[src/hdl/cac_pkg.sv]
// Shared types and constants for the card access controller.
// Has no dependencies; cac_slot_engine and card_access_controller_unit import it.
`default_nettype none

package cac_pkg;

    localparam int SLOTS      = 128;
    localparam int FIRST_SLOT = 0;
    localparam int SLOT_W     = (SLOTS > 1) ? $clog2(SLOTS) : 1;
    localparam int CARD_W     = 16;
    localparam int CFG_IDX_W  = 2;

    localparam logic [SLOT_W-1:0] FIRST_IDX = SLOT_W'(FIRST_SLOT);
    localparam logic [SLOT_W-1:0] LAST_IDX  = SLOT_W'(SLOTS - 1);

    // configuration register indexes and reset values
    localparam logic [CFG_IDX_W-1:0] CFG_ADD_SUP   = 2'd0;
    localparam logic [CFG_IDX_W-1:0] CFG_ERASE_SUP = 2'd1;
    localparam logic [CFG_IDX_W-1:0] CFG_ALL_SUP   = 2'd2;

    localparam logic [CARD_W-1:0] ADD_SUP_RST   = 16'd24151;
    localparam logic [CARD_W-1:0] ERASE_SUP_RST = 16'd35907;
    localparam logic [CARD_W-1:0] ALL_SUP_RST   = 16'd41255;
    localparam logic [CARD_W-1:0] EMPTY_CARD    = 16'h0000;

    typedef enum logic [2:0] {
        MODE_IDLE  = 3'd0,
        MODE_OPEN  = 3'd1,
        MODE_CLOSE = 3'd2,
        MODE_DEL   = 3'd3,
        MODE_ADD   = 3'd4
    } t_mode;

    localparam logic [1:0] DOOR_NONE   = 2'd0;
    localparam logic [1:0] DOOR_OPEN   = 2'd1;
    localparam logic [1:0] DOOR_CLOSE  = 2'd2;
    localparam logic [1:0] DOOR_EXTEND = 2'd3;

    localparam logic [1:0] GRN_KEEP  = 2'd0;
    localparam logic [1:0] GRN_OFF   = 2'd1;
    localparam logic [1:0] GRN_ON    = 2'd2;
    localparam logic [1:0] GRN_BLINK = 2'd3;

    localparam logic [1:0] RED_KEEP  = 2'd0;
    localparam logic [1:0] RED_OFF   = 2'd1;
    localparam logic [1:0] RED_FLASH = 2'd2;

    localparam logic [2:0] TRES_NONE    = 3'd0;
    localparam logic [2:0] TRES_ADDED   = 3'd1;
    localparam logic [2:0] TRES_ERASED  = 3'd2;
    localparam logic [2:0] TRES_CLEARED = 3'd3;
    localparam logic [2:0] TRES_PRESENT = 3'd4;
    localparam logic [2:0] TRES_MISSING = 3'd5;
    localparam logic [2:0] TRES_FULL    = 3'd6;

    typedef enum logic [2:0] {
        EV_REG,
        EV_NEW,
        EV_SADD,
        EV_SDEL,
        EV_SALL,
        EV_TIME
    } t_event;

    typedef enum logic [2:0] {
        ST_BOOT,
        ST_IDLE,
        ST_SCAN,
        ST_DECIDE,
        ST_SWEEP
    } t_ctl_state;

    typedef enum logic [1:0] {
        E_IDLE,
        E_SCAN,
        E_DRAIN,
        E_CLEAR
    } t_eng_state;

    typedef struct packed {
        logic              kind;
        logic [CARD_W-1:0] card_number;
    } t_in_word;

    typedef struct packed {
        logic [2:0] mode_after;
        logic [1:0] door_action;
        logic [1:0] green_led;
        logic [1:0] red_led;
        logic       start_wait_timer;
        logic       reader_reenable;
        logic [2:0] table_result;
        logic [6:0] slot_index;
    } t_out_word;

    typedef struct packed {
        logic              scan;
        logic              clr;
        logic              wr;
        logic [CARD_W-1:0] num;
        logic [SLOT_W-1:0] wr_addr;
        logic [CARD_W-1:0] wr_data;
    } t_eng_cmd;

    typedef struct packed {
        logic              busy;
        logic              done;
        logic              hit;
        logic [SLOT_W-1:0] hit_idx;
        logic              free;
        logic [SLOT_W-1:0] free_idx;
    } t_eng_stat;

endpackage

`default_nettype wire

[src/hdl/cac_ram.sv]
// Generic single-port-write, single-port-read RAM with registered read data.
// No dependencies.
`default_nettype none

module cac_ram #(
    parameter int WIDTH = 16,
    parameter int DEPTH = 128
) (
    input  wire logic                     i_clk,
    input  wire logic                     i_we,
    input  wire logic [$clog2(DEPTH)-1:0] i_waddr,
    input  wire logic [WIDTH-1:0]         i_wdata,
    input  wire logic                     i_re,
    input  wire logic [$clog2(DEPTH)-1:0] i_raddr,
    output logic      [WIDTH-1:0]         o_rdata
);

    logic [WIDTH-1:0] r_mem [DEPTH];

    always_ff @(posedge i_clk) begin
        if (i_we) begin
            r_mem[i_waddr] <= i_wdata;
        end
        if (i_re) begin
            o_rdata <= r_mem[i_raddr];
        end
    end

endmodule

`default_nettype wire

[src/hdl/cac_slot_engine.sv]
// Slot table engine: owns the card slot RAM, walks it for lookups and clears, and takes single slot writes.
// Depends on cac_pkg and cac_ram.
`default_nettype none

module cac_slot_engine (
    input  wire logic               i_clk,
    input  wire logic               i_rst_n,
    input  wire cac_pkg::t_eng_cmd  i_cmd,
    output cac_pkg::t_eng_stat      o_stat
);

    import cac_pkg::*;

    t_eng_state        r_state, n_state;
    logic [SLOT_W-1:0] r_addr, n_addr;
    logic [SLOT_W-1:0] r_raddr;
    logic              r_rvld;
    logic [CARD_W-1:0] r_num, n_num;
    logic              r_hit, n_hit;
    logic [SLOT_W-1:0] r_hit_idx, n_hit_idx;
    logic              r_free, n_free;
    logic [SLOT_W-1:0] r_free_idx, n_free_idx;
    logic              r_done;

    logic              ram_we;
    logic [SLOT_W-1:0] ram_waddr;
    logic [CARD_W-1:0] ram_wdata;
    logic              ram_re;
    logic [CARD_W-1:0] ram_rdata;

    cac_ram #(
        .WIDTH (CARD_W),
        .DEPTH (SLOTS)
    ) u_slots (
        .i_clk   (i_clk),
        .i_we    (ram_we),
        .i_waddr (ram_waddr),
        .i_wdata (ram_wdata),
        .i_re    (ram_re),
        .i_raddr (r_addr),
        .o_rdata (ram_rdata)
    );

    // next state
    always_comb begin
        n_state = r_state;
        n_addr  = r_addr;
        n_num   = r_num;
        case (r_state)
            E_IDLE: begin
                if (i_cmd.clr) begin
                    n_state = E_CLEAR;
                    n_addr  = '0;
                end else if (i_cmd.scan) begin
                    n_state = E_SCAN;
                    n_addr  = FIRST_IDX;
                    n_num   = i_cmd.num;
                end
            end
            E_SCAN: begin
                if (r_addr == LAST_IDX) begin
                    n_state = E_DRAIN;
                end else begin
                    n_addr = r_addr + 1'b1;
                end
            end
            E_DRAIN: n_state = E_IDLE;
            E_CLEAR: begin
                if (r_addr == LAST_IDX) begin
                    n_state = E_IDLE;
                end else begin
                    n_addr = r_addr + 1'b1;
                end
            end
            default: n_state = E_IDLE;
        endcase
    end

    // RAM port control
    always_comb begin
        ram_re    = 1'b0;
        ram_we    = 1'b0;
        ram_waddr = i_cmd.wr_addr;
        ram_wdata = i_cmd.wr_data;
        case (r_state)
            E_IDLE:  ram_we = i_cmd.wr;
            E_SCAN:  ram_re = 1'b1;
            E_CLEAR: begin
                ram_we    = 1'b1;
                ram_waddr = r_addr;
                ram_wdata = EMPTY_CARD;
            end
            default: ram_we = 1'b0;
        endcase
    end

    // first match of the card and first empty slot, lowest slot first
    always_comb begin
        n_hit      = r_hit;
        n_hit_idx  = r_hit_idx;
        n_free     = r_free;
        n_free_idx = r_free_idx;
        if (r_state == E_IDLE && i_cmd.scan && !i_cmd.clr) begin
            n_hit  = 1'b0;
            n_free = 1'b0;
        end else if (r_rvld) begin
            if (!r_hit && ram_rdata == r_num) begin
                n_hit     = 1'b1;
                n_hit_idx = r_raddr;
            end
            if (!r_free && ram_rdata == EMPTY_CARD) begin
                n_free     = 1'b1;
                n_free_idx = r_raddr;
            end
        end
    end

    always_ff @(posedge i_clk) begin
        if (!i_rst_n) begin
            r_state <= E_CLEAR;
            r_addr  <= '0;
            r_rvld  <= 1'b0;
            r_done  <= 1'b0;
            r_hit   <= 1'b0;
            r_free  <= 1'b0;
        end else begin
            r_state <= n_state;
            r_addr  <= n_addr;
            r_rvld  <= (r_state == E_SCAN);
            r_done  <= (r_state == E_DRAIN);
            r_hit   <= n_hit;
            r_free  <= n_free;
        end
    end

    always_ff @(posedge i_clk) begin
        r_raddr    <= r_addr;
        r_num      <= n_num;
        r_hit_idx  <= n_hit_idx;
        r_free_idx <= n_free_idx;
    end

    assign o_stat.busy     = (r_state != E_IDLE);
    assign o_stat.done     = r_done;
    assign o_stat.hit      = r_hit;
    assign o_stat.hit_idx  = r_hit_idx;
    assign o_stat.free     = r_free;
    assign o_stat.free_idx = r_free_idx;

    a_done_after_drain: assert property (@(posedge i_clk) disable iff (!i_rst_n)
        r_done |-> $past(r_state == E_DRAIN))
        else $error("lookup done without a finished walk");

    a_write_only_idle: assert property (@(posedge i_clk) disable iff (!i_rst_n)
        (i_cmd.wr || i_cmd.scan || i_cmd.clr) |-> (r_state == E_IDLE))
        else $error("table command while engine busy");

    a_hit_in_range: assert property (@(posedge i_clk) disable iff (!i_rst_n)
        (r_done && r_hit) |-> (r_hit_idx >= FIRST_IDX))
        else $error("hit below first searched slot");

endmodule

`default_nettype wire

[src/hdl/card_access_controller_unit.sv]
// Card access controller top level: input decode, mode machine, result register.
// Depends on cac_pkg and cac_slot_engine.
//
// Usage:
//   Input channel (i_in_valid / o_in_stall / i_in_word) takes one word: a card
//   read or a timer timeout. Output channel (o_out_valid / i_out_stall /
//   o_out_word) returns exactly one result word per input word, in order.
//   A card read walks the slot RAM one slot per cycle, and its result is
//   registered once the walk is done and the output register is free; a
//   timeout skips the walk and its result is registered once the output
//   register is free. Erase-all then sweeps all SLOTS entries before the
//   next word is taken. One word is in work at a time, and a card read must
//   walk the slot RAM through its single read port.
//   A new word may be taken while the previous result waits on i_out_stall;
//   the following result is held back until the output register frees up.
//   After reset the slot RAM is cleared, one slot per cycle, with o_in_stall
//   high; configuration writes are taken at any time but only while the
//   block is idle do they have defined effect.
`default_nettype none

module card_access_controller_unit (
    input  wire logic                              i_clk,
    input  wire logic                              i_rst_n,
    input  wire logic                              i_in_valid,
    output logic                                   o_in_stall,
    input  wire cac_pkg::t_in_word                 i_in_word,
    output logic                                   o_out_valid,
    input  wire logic                              i_out_stall,
    output cac_pkg::t_out_word                     o_out_word,
    input  wire logic                              i_cfg_we,
    input  wire logic [cac_pkg::CFG_IDX_W-1:0]     i_cfg_idx,
    input  wire logic [cac_pkg::CARD_W-1:0]        i_cfg_wdata
);

    import cac_pkg::*;

    t_ctl_state        r_state, n_state;
    t_mode             r_mode;
    logic              r_green_tog;
    logic              r_kind;
    logic [CARD_W-1:0] r_num;
    logic [CARD_W-1:0] r_add_sup, r_erase_sup, r_all_sup;
    logic              r_out_vld;
    t_out_word         r_out;

    t_eng_cmd          eng_cmd;
    t_eng_stat         eng_stat;

    logic              in_acc;
    logic              ld;
    t_event            ev;
    t_out_word         dec;
    logic              dec_tog;
    logic              dec_wr;
    logic [SLOT_W-1:0] dec_waddr;
    logic [CARD_W-1:0] dec_wdata;
    logic              dec_clr;
    logic              fallback;

    cac_slot_engine u_engine (
        .i_clk   (i_clk),
        .i_rst_n (i_rst_n),
        .i_cmd   (eng_cmd),
        .o_stat  (eng_stat)
    );

    assign in_acc = i_in_valid && !o_in_stall;

    // next state
    always_comb begin
        n_state = r_state;
        case (r_state)
            ST_BOOT:   if (!eng_stat.busy) n_state = ST_IDLE;
            ST_IDLE: begin
                if (i_in_valid) begin
                    n_state = i_in_word.kind ? ST_DECIDE : ST_SCAN;
                end
            end
            ST_SCAN:   if (eng_stat.done) n_state = ST_DECIDE;
            ST_DECIDE: begin
                if (ld) begin
                    n_state = dec_clr ? ST_SWEEP : ST_IDLE;
                end
            end
            ST_SWEEP:  if (!eng_stat.busy) n_state = ST_IDLE;
            default:   n_state = ST_IDLE;
        endcase
    end

    // control outputs
    always_comb begin
        o_in_stall      = (r_state != ST_IDLE);
        ld              = (r_state == ST_DECIDE) && (!r_out_vld || !i_out_stall);
        eng_cmd.scan    = (r_state == ST_IDLE) && i_in_valid && !i_in_word.kind;
        eng_cmd.num     = i_in_word.card_number;
        eng_cmd.clr     = ld && dec_clr;
        eng_cmd.wr      = ld && dec_wr;
        eng_cmd.wr_addr = dec_waddr;
        eng_cmd.wr_data = dec_wdata;
    end

    // event decode; supervisor compares in priority order
    always_comb begin
        if (r_kind) begin
            ev = EV_TIME;
        end else if (r_num == r_add_sup) begin
            ev = EV_SADD;
        end else if (r_num == r_erase_sup) begin
            ev = EV_SDEL;
        end else if (r_num == r_all_sup) begin
            ev = EV_SALL;
        end else begin
            ev = eng_stat.hit ? EV_REG : EV_NEW;
        end
    end

    // mode machine decision
    always_comb begin
        dec       = '0;
        dec.mode_after = MODE_IDLE;
        dec_tog   = r_green_tog;
        dec_wr    = 1'b0;
        dec_waddr = eng_stat.hit_idx;
        dec_wdata = EMPTY_CARD;
        dec_clr   = 1'b0;
        fallback  = 1'b0;
        case (r_mode)
            MODE_OPEN: begin
                if (ev == EV_TIME) begin
                    dec.mode_after  = MODE_CLOSE;
                    dec.door_action = DOOR_CLOSE;
                end else if (ev == EV_REG) begin
                    dec.mode_after  = MODE_OPEN;
                    dec.door_action = DOOR_EXTEND;
                end else begin
                    fallback = 1'b1;
                end
            end
            MODE_CLOSE: begin
                if (ev == EV_TIME) begin
                    dec.reader_reenable = 1'b1;
                    dec.green_led       = GRN_OFF;
                    dec.red_led         = RED_OFF;
                end else if (ev == EV_REG) begin
                    dec.mode_after = MODE_CLOSE;
                    dec.green_led  = r_green_tog ? GRN_ON : GRN_OFF;
                    dec_tog        = !r_green_tog;
                end else begin
                    fallback = 1'b1;
                end
            end
            MODE_DEL: begin
                if (ev == EV_REG) begin
                    dec.green_led = GRN_OFF;
                    if (eng_stat.hit) begin
                        dec_wr           = 1'b1;
                        dec.red_led      = RED_FLASH;
                        dec.table_result = TRES_ERASED;
                        dec.slot_index   = 7'(eng_stat.hit_idx);
                    end else begin
                        dec.table_result = TRES_MISSING;
                    end
                end else begin
                    fallback = 1'b1;
                end
            end
            MODE_ADD: begin
                if (ev == EV_NEW) begin
                    dec.green_led = GRN_OFF;
                    if (eng_stat.hit) begin
                        dec.table_result = TRES_PRESENT;
                    end else begin
                        dec.red_led = RED_FLASH;
                        if (eng_stat.free) begin
                            dec_wr           = 1'b1;
                            dec_waddr        = eng_stat.free_idx;
                            dec_wdata        = r_num;
                            dec.table_result = TRES_ADDED;
                            dec.slot_index   = 7'(eng_stat.free_idx);
                        end else begin
                            dec.table_result = TRES_FULL;
                        end
                    end
                end else begin
                    fallback = 1'b1;
                end
            end
            default: begin
                if (ev == EV_REG) begin
                    dec.mode_after  = MODE_OPEN;
                    dec.door_action = DOOR_OPEN;
                end else if (ev == EV_SALL) begin
                    dec_clr          = 1'b1;
                    dec.red_led      = RED_FLASH;
                    dec.table_result = TRES_CLEARED;
                end else if (ev == EV_SDEL) begin
                    dec.mode_after       = MODE_DEL;
                    dec.green_led        = GRN_BLINK;
                    dec.start_wait_timer = 1'b1;
                end else if (ev == EV_SADD) begin
                    dec.mode_after       = MODE_ADD;
                    dec.green_led        = GRN_BLINK;
                    dec.start_wait_timer = 1'b1;
                end else begin
                    fallback = 1'b1;
                end
            end
        endcase
        if (fallback) begin
            dec            = '0;
            dec.mode_after = MODE_IDLE;
            dec.green_led  = GRN_OFF;
            dec.red_led    = RED_OFF;
            dec_tog        = r_green_tog;
        end
    end

    always_ff @(posedge i_clk) begin
        if (!i_rst_n) begin
            r_state     <= ST_BOOT;
            r_mode      <= MODE_IDLE;
            r_green_tog <= 1'b0;
            r_out_vld   <= 1'b0;
            r_add_sup   <= ADD_SUP_RST;
            r_erase_sup <= ERASE_SUP_RST;
            r_all_sup   <= ALL_SUP_RST;
        end else begin
            r_state <= n_state;
            if (ld) begin
                r_mode      <= t_mode'(dec.mode_after);
                r_green_tog <= dec_tog;
                r_out_vld   <= 1'b1;
            end else if (!i_out_stall) begin
                r_out_vld <= 1'b0;
            end
            if (i_cfg_we) begin
                case (i_cfg_idx)
                    CFG_ADD_SUP:   r_add_sup   <= i_cfg_wdata;
                    CFG_ERASE_SUP: r_erase_sup <= i_cfg_wdata;
                    CFG_ALL_SUP:   r_all_sup   <= i_cfg_wdata;
                    default:       r_all_sup   <= r_all_sup;
                endcase
            end
        end
    end

    always_ff @(posedge i_clk) begin
        if (in_acc) begin
            r_kind <= i_in_word.kind;
            r_num  <= i_in_word.card_number;
        end
        if (ld) begin
            r_out <= dec;
        end
    end

    assign o_out_valid = r_out_vld;
    assign o_out_word  = r_out;

    a_load_from_decide: assert property (@(posedge i_clk) disable iff (!i_rst_n)
        $rose(r_out_vld) |-> $past(r_state == ST_DECIDE))
        else $error("result loaded outside decide");

    a_accept_engine_free: assert property (@(posedge i_clk) disable iff (!i_rst_n)
        in_acc |-> !eng_stat.busy)
        else $error("word accepted while slot table busy");

    a_mode_held: assert property (@(posedge i_clk) disable iff (!i_rst_n)
        !ld |=> $stable(r_mode))
        else $error("mode changed without a result");

    a_slot_only_on_write: assert property (@(posedge i_clk) disable iff (!i_rst_n)
        (ld && dec.slot_index != 7'd0) |->
            (dec.table_result == TRES_ADDED || dec.table_result == TRES_ERASED))
        else $error("slot index without a table write");

endmodule

`default_nettype wire
[config.mk]
export PLATFORM = sky130hd
export DESIGN_NAME = card_access_controller_unit
export DESIGN_NICKNAME = d
export VERILOG_FILES = /design/src/hdl/cac_pkg.sv /design/src/hdl/cac_ram.sv /design/src/hdl/cac_slot_engine.sv /design/src/hdl/card_access_controller_unit.sv
export SDC_FILE = /design/constraint.sdc
export NUM_CORES = 2
export LEC_CHECK = 0
export ABC_AREA = 1
export BUFFER_PORTS_ARGS = -buffer_cell sky130_fd_sc_hd__buf_2
export CAP_MARGIN = 15
export CORE_MARGIN = 2
export CORE_UTILIZATION = 60
export DETAILED_ROUTE_END_ITERATION = 6
export PLACE_DENSITY = 0.76
export SLEW_MARGIN = 20
export SYNTH_ARGS = -nofsm -noshare
export SYNTH_HDL_FRONTEND = slang
export SYNTH_SLANG_ARGS = --single-unit
[constraint.sdc]
create_clock -name i_clk -period 11.1 [get_ports i_clk]
set_input_delay 0.555 -clock i_clk [delete_from_list [all_inputs] [get_ports i_clk]]
set_output_delay 0.555 -clock i_clk [all_outputs]
set_load 0.005 [all_outputs]
# [Yosys cells after proc, flatten, opt, wreduce, memory -nomap -nowiden]
# Memories as Yosys holds them, arrays and structs flattened. A register that Yosys moved wholly into a read port is not among the register bits.
# Index checks and enable logic that the tools add are counted.
[totals] reg_bits=144 ramBits=2048 output_inout_bits=23 wordCells=213 mem_count=1
[op_classes] add_sub_neg=1 eq_ne=33 mux=98 bitwise=6 n_reduce_logical=47
[mem_list] memory="u_engine.u_slots.r_mem" depth=128 width=16 read_ports=1 rd_clocked_by_memory_dff=1 write_ports=1 line="cac_ram.sv:18" source="logic [WIDTH-1:0] r_mem [DEPTH];"
[ops] operator="16-bit two-way mux" n=5
[ops] operator="7-bit two-way mux" n=11
[ops] operator="16-bit equality test" n=4
[ops] operator="3-bit two-way mux" n=19
[ops] operator="2-bit two-way mux" n=17
[ops] operator="1-bit two-way mux" n=30
[ops] operator="7-bit case mux with 2 select lines" n=2
[ops] operator="21-bit two-way mux" n=1
[ops] operator="10-bit two-way mux" n=2
[ops] operator="3-bit by 2-bit equality test with 1-bit output (second input constant)" n=6
[ops] operator="3-bit case mux with 3 select lines" n=2
[ops] operator="16-bit logical NOT" n=1
[ops] operator="4-bit case mux with 4 select lines" n=1
[ops] operator="3-bit AND reduction" n=5
[ops] operator="3-bit equality test (second input constant)" n=4
[ops] operator="3-bit case mux with 4 select lines" n=1
[ops] operator="2-bit OR reduction" n=6
[ops] operator="1-bit logical AND" n=10
[ops] operator="2-bit AND reduction" n=5
[ops] operator="3-bit by 1-bit equality test with 1-bit output (second input constant)" n=3
[ops] operator="1-bit logical NOT" n=8
[ops] operator="2-bit by 1-bit inequality test with 1-bit output (second input constant)" n=4
[ops] operator="2-bit inequality test (second input constant)" n=4
[ops] operator="2-bit case mux with 4 select lines" n=1
[ops] operator="20 further kinds" n=33

# [Depth between registers and ports, before layout]
[logic_depth] ltp_word=14 ltp_mapped=22

# [Modules after synthesis]
# A second synthesis with hierarchy kept.
[unflattened] cells_unflattened=7685 area_unflattened_um2=89895.0
[modules_own_cells] mod="cac_ram" instances=1 cells_each=6793 area_per_inst_um2=82988.3 seq_area_each_um2=61979.4
[modules_own_cells] mod="card_access_controller_unit" instances=1 cells_each=610 area_per_inst_um2=4559.4 seq_area_each_um2=2262.2
[modules_own_cells] mod="cac_slot_engine" instances=1 cells_each=282 area_per_inst_um2=2347.3 seq_area_each_um2=1301.2

# [Least setup slack after synthesis]
# Ideal clock, no wire load.
[synth_timing] kind="register to register" from="register r_num[7]" to="memory u_engine.u_slots.r_mem[0][0], data pin" arrival_time_ns=6.553 path_slack_ns=3.395 path_stages_with_launch=13 period_less_slack_ns=7.705 path_cell_list="edfxtp_1 -> xor2_1 -> nor2_1 -> nand2_1 -> nor2_1 -> nand2_1 -> nand2_1 -> nand2_2 -> o21bai_2 -> nand4_4 -> buf_4 -> clkbuf_1 -> nor3_1"
[synth_between] elab_chain_cells=9 word_cells_on_any_way=11 classes_between="4 x eq/ne; 7 x mux"
[synth_lines] element="from (decl)" line="card_access_controller_unit.sv:41" source="logic [CARD_W-1:0] r_num;"
[synth_lines] element="from (signal assigned)" line="card_access_controller_unit.sv:250" source="r_num <= i_in_word.card_number;"
[synth_lines] element="16-bit equality test" line="card_access_controller_unit.sv:110" source="end else if (r_num == r_all_sup) begin"
[synth_lines] element="3-bit two-way mux" line="card_access_controller_unit.sv:110"
[synth_lines] element="3-bit two-way mux" line="card_access_controller_unit.sv:108" source="end else if (r_num == r_erase_sup) begin"
[synth_lines] element="3-bit two-way mux (*)" line="card_access_controller_unit.sv:106" source="end else if (r_num == r_add_sup) begin"
[synth_lines] element="3-bit two-way mux (*)" line="card_access_controller_unit.sv:104" source="if (r_kind) begin"
[synth_lines] element="3-bit by 1-bit equality test with 1-bit output (*)" line="card_access_controller_unit.sv:168" source="if (ev == EV_NEW) begin"
[synth_lines] element="16-bit two-way mux (*)" line="card_access_controller_unit.sv:168"
[synth_lines] element="16-bit two-way mux (*)" line="card_access_controller_unit.sv:127" source="case (r_mode)"
[synth_lines] element="16-bit two-way mux (*)" line="cac_slot_engine.sv:85" source="case (r_state)"
[synth_lines] element="net u_engine.ram_wdata[0]" line="cac_slot_engine.sv:27" source="logic [CARD_W-1:0] ram_wdata;"
[synth_lines] element="to (decl)" line="cac_ram.sv:18"
# Mark *: on every way through the listed nets, which the timed path passes. The rest lies on a longest branch.

==> summary.md <==
| Metric | Value |
|---|---|
| Number of CTS-inserted buffers | 209 |
| Std-Cell Rows | 140 |
| Peak VDD IR | 273 µV |
| Global-route usage over all layers | 0.314 |
| Drt wl/cell | 26.9 µm |
| Result of the run | completed |
| Number of cells produced by synthesis | 6,727 |
| Final RePlAce weighted congestion | 0.878 |
| Critical Path Source Type | register |
| Height of the die | 386 µm |
| Count of cell types in the netlist | 54 |
| Via count of the first global-routing pass | 54,400 |
| Mean number of vias per cell | 6.62 |
| Worst setup path class | reg -> reg |
| Die extent in x | 386 µm |
| Detailed-router iteration count before antenna repair | 6 |
| Finished Cell Area | 96,600 µm² |
| Worst-Margin Slew | 1.22 ns |
| Max-Slew Margin vs Limit | 0.186 |
| CTS tree | done |
| Fraction of post-synthesis cell area in the top cell type by area | 0.733 |
| Post-cts sizing count | 0 |
| Setup Buffers After CTS | 0 |
| Post-synth top flop | edfxtp_1 |
| Number of failing setup endpoints in the final timing report | 0 |
| Post-synth EDFFs | 2,132 |
| Endpoint kind of the worst setup timing path | register |
| Number of DRC violations after detailed routing | 0 |
| RSZ-0062 raised after global routing | false |
| Arrival time of the worst setup path | 6.05 ns |
| Power Dens Cells | 227 nW/µm² |
| Ratio of cells with drive above 1 in the final layout | 0.100 |
| Clock transition at path regs | 0.06 ns |
| Worst Skew | 0.0484 ns |
| Number of buffers on the longest clock path | 3 |
| FFs w/ async S/R, synth | 0 |
| Syn avg cell area | 13.0 µm² |
| Drt initial violations | 9,736 |
| Pin count of the biggest net entering global routing | 226 |
| Remaining number of nets flagged by the antenna check after routing | 0 |
| Number of warnings issued by yosys | 0 |
| Mapped Area | 87,400 µm² |
| Required time of the worst setup path | 11.83 ns |
| Total of max-cap violations | 0 |
| Library cell used as clock root buffer | clkbuf_16 |
| Total negative slack | 0 ns |
| Post-layout nets | 6,775 |
| Number of nets produced by synthesis | 6,773 |
| Overflow left after global routing | 0 |
| Filler cell count in the final layout | 9,769 |
| # IOs | 63 |
| Peak fanout along the critical path | 173 |
| Detailed-placement wirelength estimate | 127,000 µm |
| Largest area contributor in the synthesized netlist | edfxtp_1 |
| LEAKAGE | 36.0 nW |
| Overall power consumption | 21.9 mW |
| Buffers added on ports | 62 |
| Core Box Area | 145,000 µm² |
| DRT Wirelength | 237,000 µm |
| Initial antenna violation count | 5 |
| Post-layout min period | 5.32 ns |
| Share of synthesized area occupied by flip-flops and latches | 0.750 |
| Via total after detailed routing | 58,400 |
| Clock latency on the worst-skew pair | 0.85 ns |
| Wire length of the first global-routing pass | 346,000 µm |
| Placement-stage cell area | 89,700 µm² |
| Synthesis-to-layout area growth | 10.6% |
| Total number of H-tree levels | 4 |
| Slew Viols, Final | 0 |
| Final Hold Fails | 0 |
| Number of buffers added to fix hold violations after cts | 34 |
| Final worst path period share | 0.480 |
| #FFs+latches synth | 2,208 |
| Top achievable clock speed | 188 MHz |
| Class of the worst hold path | in -> reg |
| Clock sinks | 2,208 |
| Die Area | 149,000 µm² |
| Main area contributors after synthesis | edfxtp_1 (73%), o21ai_0 (6.3%), nor2_1 (5.2%) |
| Initial Utilization | 0.602 |
[cells in the mapped netlist (28+ instances only)]
cell,number
a21oi_1,84
clkbuf_1,423
dfxtp_1,76
edfxtp_1,2132
inv_1,100
nand2_1,484
nand3_1,185
nand4_1,37
nor2_1,1199
nor2_2,87
nor3_1,30
o211ai_1,73
o21ai_0,1099
o221ai_1,183
o22ai_1,331
xor2_1,28
[layout make-up]
| class | count | area, µm² | share of cell area |
|---|---|---|---|
| Multi-Input combinational cell | 3934 | 19700 | 0.204 |
| Clock buffer | 264 | 5570 | 0.0577 |
| Timing Repair Buffer | 253 | 1960 | 0.0202 |
| Sequential cell | 2208 | 65600 | 0.678 |
| Clock inverter | 120 | 992 | 0.0103 |
| Antenna cell | 3 | 7.51 | 0.0000777 |
| Tap cell | 1917 | 2400 | 0.0248 |
| Inverter | 123 | 483 | 0.00500 |
[power breakdown]
part / leakage (nW) / switching, mW / total, mW / internal (mW)
combinational: 8.30 / 4.15 / 5.67 / 1.51
clock: 3.21 / 3.05 / 6.90 / 3.85
sequential: 24.5 / 0.149 / 9.35 / 9.20
[sequential cells by signal (all words and copies together) (netlist names), 2 cells and up]
register,cells
o_out_word,21
r_num,16
r_mode,3
u_engine.r_num,16
u_engine.r_raddr,7
u_engine.u_slots.r_mem,2048
r_state,3
r_all_sup,16
u_engine.r_free_idx,7
u_engine.r_addr,7
r_erase_sup,16
r_add_sup,16
u_engine.r_state,2
u_engine.r_hit_idx,7
u_engine.u_slots.o_rdata,16
[layer usage]
metal	GRT usage	share of wire	routed length (µm)
met1	0.438	0.37	86800
met2	0.483	0.46	110000
met3	0.0669	0.13	30100
met4	0.138	0.045	10800
met5	0	0.00014	34
[final timing paths]
check	from	end	slack [ns]	cells after the start
worst max-delay path	u_engine.r_addr[0]	u_engine.u_slots.o_rdata[12]	5.78	12
worst min-delay path	i_in_valid	r_state[1]	0.24	5
worst max register to register	u_engine.r_addr[0]	u_engine.u_slots.o_rdata[12]	5.78	12
worst min register to register	u_engine.r_raddr[3]	u_engine.r_hit_idx[3]	0.42	0
[critical path: stages, from the launching register on]
cell      delay, ns
dfxtp_4        0.90
buf_12         0.53
buf_4          0.69
buf_4          0.84
buf_6          0.70
o21ai_0        0.20
o221ai_1       0.25
o211ai_1       0.13
nand3_1        0.21
nand2_1        0.09
nand3_1        0.21
o21ai_0        0.15
inv_1          0.09
[layout by cell type (no fill, tap or decap), types with 4 or more instances in the layout]
cell           instances
edfxtp_1            2132
nor2_1              1196
o21ai_0             1097
nand2_1              484
o22ai_1              331
clkbuf_16            213
nand3_1              185
o221ai_1             183
buf_4                146
inv_1                 96
a21oi_1               84
nor2_2                83
o211ai_1              73
dfxtp_1               72
buf_2                 62
clkinv_1              52
clkbuf_1              46
clkinv_2              39
nand4_1               37
dlygate4sd3_1         34
xor2_1                28
a31oi_1               24
nand2_2               19
inv_2                 18
nor3_2                18
nor3_1                13
bufinv_16             13
nor2_4                12
nand2_4               11
buf_12                 8
inv_6                  6
clkinvlp_4             6
a221oi_1               5
nor4_1                 5
ha_1                   5
clkbuf_8               5
a32o_1                 4
clkinv_4               4
[cell families after synthesis]
| logic type | Yosys count | synth area share |
|---|---|---|
| AOI/OAI and AO/OA | 1828 | 0.121 |
| xor gates and xnor gates | 29 | 0.00291 |
| adders and majority gates | 6 | 0.000859 |
| buffers and inverters | 585 | 0.0261 |
| DFF | 2208 | 0.750 |
| and+or+nand+nor | 2071 | 0.0987 |
[stage by stage]
stage,utilization,std cells,setup WS [ns],hold slack (ns)
2_1_floorplan,-,6727,3.40,0.329
3_3_place_gp,0.618,8400,5.77,0.407
3_5_place_dp,0.618,8400,5.66,0.410
4_1_cts,0.666,8818,5.67,0.175
5_1_grt,0.666,8819,5.49,0.271
6_report,0.666,8822,5.78,0.238
No activity file was read; power rests on OpenSTA's default activity.
